`src/rtl/core/asu_pkg.sv`:
```
package asu_pkg;

  localparam int DEPTH_DEF = 64;
  localparam int VAL_W     = 32;

  typedef struct packed {
    logic signed [VAL_W-1:0] sample_value;
    logic                    last_in;
  } in_t;

  typedef struct packed {
    logic signed [VAL_W-1:0] sorted_value;
    logic                    last_out;
    logic                    overflow;
  } out_t;

  // per-cycle command broadcast to every cell
  typedef struct packed {
    logic ins;    // insert the broadcast value in order
    logic shift;  // move every entry one cell toward cell 0
  } cell_ctl_t;

endpackage

```
`src/rtl/core/asu_cell.sv`:
```
module asu_cell (
  input  logic                             clk,
  input  logic                             rst_n,
  input  asu_pkg::cell_ctl_t               ctl,
  input  logic signed [asu_pkg::VAL_W-1:0] ins_value,
  input  logic signed [asu_pkg::VAL_W-1:0] prev_value,
  input  logic                             prev_valid,
  input  logic                             prev_gt,
  input  logic signed [asu_pkg::VAL_W-1:0] next_value,
  input  logic                             next_valid,
  output logic signed [asu_pkg::VAL_W-1:0] value,
  output logic                             valid,
  output logic                             gt
);

  logic signed [asu_pkg::VAL_W-1:0] value_r, value_nxt;
  logic                             valid_r, valid_nxt;

  // cell is empty or holds something larger than the new value
  assign gt = !valid_r || (ins_value < value_r);

  always_comb begin
    value_nxt = value_r;
    valid_nxt = valid_r;
    if (ctl.shift) begin
      value_nxt = next_value;
      valid_nxt = next_valid;
    end else if (ctl.ins && gt) begin
      if (prev_gt) begin
        value_nxt = prev_value;
        valid_nxt = prev_valid;
      end else begin
        value_nxt = ins_value;
        valid_nxt = 1'b1;
      end
    end
  end

  always_ff @(posedge clk) begin
    value_r <= value_nxt;
    if (!rst_n) begin
      valid_r <= 1'b0;
    end else begin
      valid_r <= valid_nxt;
    end
  end

  assign value = value_r;
  assign valid = valid_r;

endmodule

```
`config.mk`:
```
export PLATFORM = sky130hd
export DESIGN_NAME = asu_cell
export DESIGN_NICKNAME = d
export VERILOG_FILES = /design/src/rtl/core/asu_pkg.sv /design/src/rtl/core/asu_cell.sv
export SDC_FILE = /design/constraint.sdc
export NUM_CORES = 1
export LEC_CHECK = 0
export ABC_AREA = 1
export BUFFER_PORTS_ARGS = -buffer_cell sky130_fd_sc_hd__buf_2
export CORE_ASPECT_RATIO = 0.9
export CORE_MARGIN = 2
export CORE_UTILIZATION = 30
export CTS_CLUSTER_SIZE = 12
export DETAILED_ROUTE_END_ITERATION = 6
export SLEW_MARGIN = 15
export SYNTH_ARGS = -nofsm -noshare
export SYNTH_HDL_FRONTEND = slang
export SYNTH_SLANG_ARGS = --single-unit
```
`constraint.sdc`:
```
create_clock -name clk -period 3.1 [get_ports clk]
set_input_delay 0.465 -clock clk [delete_from_list [all_inputs] [get_ports clk]]
set_output_delay 0.465 -clock clk [all_outputs]
set_load 0.02 [all_outputs]
```
==> metrics.md <==
| Metric | Value |
|---|---|
| Area after DPL | `3280 sq um` |
| Fill count | `about 850` |
| CP most frequent cell | `nand2_1` |
| Reg power frac | `between 40 and 50%` |
| Tot GR Track Use | `between 10% and 20%` |
| Crit path launch | `value[31]` |
| CP bufs+invs | `3` |
| Arr. time, crit path | `approximately 2.0 ns` |
| Final period utilization | `about four fifths` |
| Top cells by count, synth | `a21oi_1 (79), nand2_1 (59), inv_1 (38), nor2_1 (38), edfxtp_1 (32)` |
| Critical Path Sink Type | `primary output` |
| Syn_nets | `between 400 and 500` |
| Initial antenna violation count | `0` |
| Ys async rst share | `0%` |
| Adder-Cell Fraction of Synth Area | `about 16%` |
| Design Area, Final | `roughly 3400 sq um` |
| R2r setup slk | `approximately 0.75 ns` |
| Gr busiest metal | `met2` |
| Critical Path Sink | `gt` |
| Die W | `between 100 and 150 um` |
| Clk pin slew, worst setup/hold paths | `approximately 0.060 ns` |
| Post-Synthesis Cells | `approximately 320` |
| Final setup fails | `0` |
| PostCTS Resize Cnt | `0` |
| Post-Route WL | `about 7000 um` |
| Clk root buf | `clkbuf_8` |
| Synthesized area | `2490 sq um` |
| Grt met1 use | `approximately a fifth` |
| Die ar. | `9050 sq um` |
| Cells on worst reg2reg path | `13` |
| CTS buffer count | `5` |
| Final Wtd Congestion | `between 0.7 and 0.8` |
| Io pins | `137` |
| Sequential share of the synthesized area | `about two fifths` |
| Final min period | `roughly 2.4 ns` |
| Largest net degree at the start of global routing | `36` |
| Layout cells sized above 1 | `35.1%` |
| Most area-consuming cells after synthesis | `edfxtp_1 (39%), a21oi_1 (16%), ha_1 (16%), nand2_1 (8.9%), inv_1 (5.7%)` |
| # rows | `31` |
| Drt pass-1 iters | `4` |
| Hpwl dp | `between 5000 and 6000 um` |
| Power Internal | `approximately 960 uW` |
| Final clock skew | `between 0.009 and 0.01 ns` |
| Ys flop type | `edfxtp_1` |
| Clk_lat worst skew | `around 0.28 ns` |
| Number of stages on the worst setup path | `11` |
| Share of the synthesized area in the top cell type | `38.6%` |
| Post-CTS Hold Buffers | `0` |
| Setup TNS | `0 ns` |
| NetSw | `approximately 440 uW` |
| Rel. slew slack | `a little over half` |
| Post-Synth Simple-Gate Area | `17.7%` |
| Synth warn | `0` |
| Antenna cells | `0` |
| Met3 usage | `under 10%` |
| Global routing usage on met2 | `26.2%` |
| Layout area overhead | `35.8%` |
| CP max stage cell | `ha_1` |
| Number of global-route vias before repair | `2,356` |
| Worst r2r src | `value[31]` |
| Nets | `approximately 580` |
| Die Y | `slightly above 90 um` |
| Synth Area in Compound Gates | `between 10% and 20%` |
| CP Max Fanout | `5` |
| Multi-input gate area | `about 1300 sq um` |
| Most numerous cell in the Yosys netlist | `a21oi_1` |
| Number of port buffers | `roughly 140` |
| Post-CTS setup buffer count | `0` |
| Pwr/cell area | `just over 400 nW/um^2` |
| Post-synthesis mux area share | `0%` |
| CP Cell Sequence | `inv_1 > ha_1 > nand4_1 > inv_1 > nand4_2 > nor3_2 > nand2_1 > nand2_1 > nand2_1 > nand3_2 > buf_2` |
| Number of flops mapped to enable cells by yosys | `32` |
| Library cells used by synthesis | `24` |
| CTS tree | `done` |
| Post-synthesis xor/xnor area fraction | `0%` |
| DRC | `0` |
| Synthesized area per cell | `7.86 sq um` |
| Comb pwr share | `a little over 30%` |
| Register area | `approximately 980 sq um` |
| RSZ-0062 raised after global routing | `false` |
| Maximum Capacitance Violations | `0` |
| WL/cell | `about 13 um` |
| Via count | `2,504` |
| CP delay by family, top | `simple AND/OR/NAND/NOR gates` |
| Longest Clk Path Bufs | `2` |
| Post-synth top area cell | `edfxtp_1` |
| Clock Sinks | `33` |
| WP data required | `between 2 and 3 ns` |
| Via density | `about 4.6` |
| Core box area | `about 8000 sq um` |
| CP Class | `reg2out` |
| RR Endpoint | `value[6]` |
| Final Hold Violating Endpoints | `0` |
| VDD IR max | `0.179 mV` |
| Main combinational cell family by area after synthesis | `compound AO/OA/AOI/OAI gates` |
| P_leak | `between 1.5 and 2 nW` |
| CP max stage delay | `0.37 ns` |
| FMAX | `~400 MHz` |
| Sw Ratio | `between 30% and 40%` |
| Total gr overflow | `0` |
| Worst min-delay path class | `in2reg` |
| Initial Util | `between 30% and 40%` |
| Initial drt markers | `43` |
| Routed Antenna Nets | `0` |
| Outcome | `completed` |
| Slew Limit Fails | `0` |
| CTS HTree Levels | `2` |
| Critical Path Source Type | `flip-flop` |
| Synth Register Bits | `33` |
| First-pass GRT wire length | `around 11,000 um` |
| Worst-Margin Slew | `between 0.7 and 0.8 ns` |
| Clk pwr share | `~28%` |
[power groups by stage]
stage	sequential [mW]	clock, mW	combinational (mW)
after floorplan	0.636	0	0.207
after global placement	0.581	0	0.431
after detailed placement	0.581	0	0.437
after CTS	0.572	0.410	0.439
after global routing	0.577	0.429	0.493
final	0.571	0.398	0.434
[metal layers]
| layer | vias to the layer above | part of all wire [%] |
|---|---|---|
| met2 | 83 | 47 |
| met5 | - | 0 |
| met4 | 0 | 1.2 |
| li1 | 1330 | - |
| met3 | 7 | 5.5 |
| met1 | 1084 | 46 |
[tightest hold or removal path, stage by stage]
cell	delay, ns
buf_2	0.10
o31ai_1	0.08
a21oi_2	0.03
[state kept, by name, summed over array words and instances, names as in the netlist]
register and flops:
valid 1, value 32
[cells in the final DEF (no fill, tap or decap), types with 2 or more instances in the layout]
cell | Yosys | final
a21oi_2 | 3 | 3
o21ai_1 | 2 | 2
inv_2 | 3 | 3
a21oi_1 | 79 | 79
nand2_1 | 59 | 59
nor2_1 | 38 | 38
o21ai_0 | 2 | 2
nand2_2 | 2 | 2
clkbuf_8 | 0 | 5
buf_4 | 0 | 2
nor3_1 | 2 | 2
ha_1 | 31 | 31
edfxtp_1 | 32 | 32
buf_2 | 1 | 136
nand3_1 | 3 | 3
inv_1 | 38 | 38
[area by class of cell]
type / instances / area share [%]
Tap cell: 99 / 3.66
Sequential cell: 33 / 29.0
Clock buffer: 6 / 2.14
Multi-Input combinational cell: 228 / 38.3
Timing Repair Buffer: 139 / 21.1
Inverter: 42 / 4.73
Clock inverter: 2 / 0.998
[worst min-delay path by stage]
stage                from     to  depth (start not counted)
floorplan           rst_n  valid                          2
global placement    valid  valid                          2
detailed placement  valid  valid                          2
CTS                 rst_n  valid                          3
global route        rst_n  valid                          3
finish              rst_n  valid                          3
[cells by family (layout without fill, tap and decap cells)]
family,after synthesis,after routing
AO/OA/AOI/OAI,89,89
adder cells (fa/ha/maj),31,31
buffers and inverters,56,189
flip-flops,33,33
AND/OR/NAND/NOR,108,108
[stage by stage]
step | hold slack [ns] | setup slack [ns] | utilization (%) | std cells | total power, mW
floorplan | 0.606 | 0.700 | - | 317 | 0.843
global placement | 0.610 | 0.560 | 40.6 | 541 | 1.01
detailed placement | 0.608 | 0.512 | 40.6 | 541 | 1.02
CTS | 0.446 | 0.615 | 42.0 | 549 | 1.42
global route | 0.459 | 0.473 | 42.0 | 549 | 1.50
finish | 0.450 | 0.660 | 42.0 | 549 | 1.40
Note: power is estimated with default switching activity, not from simulation.
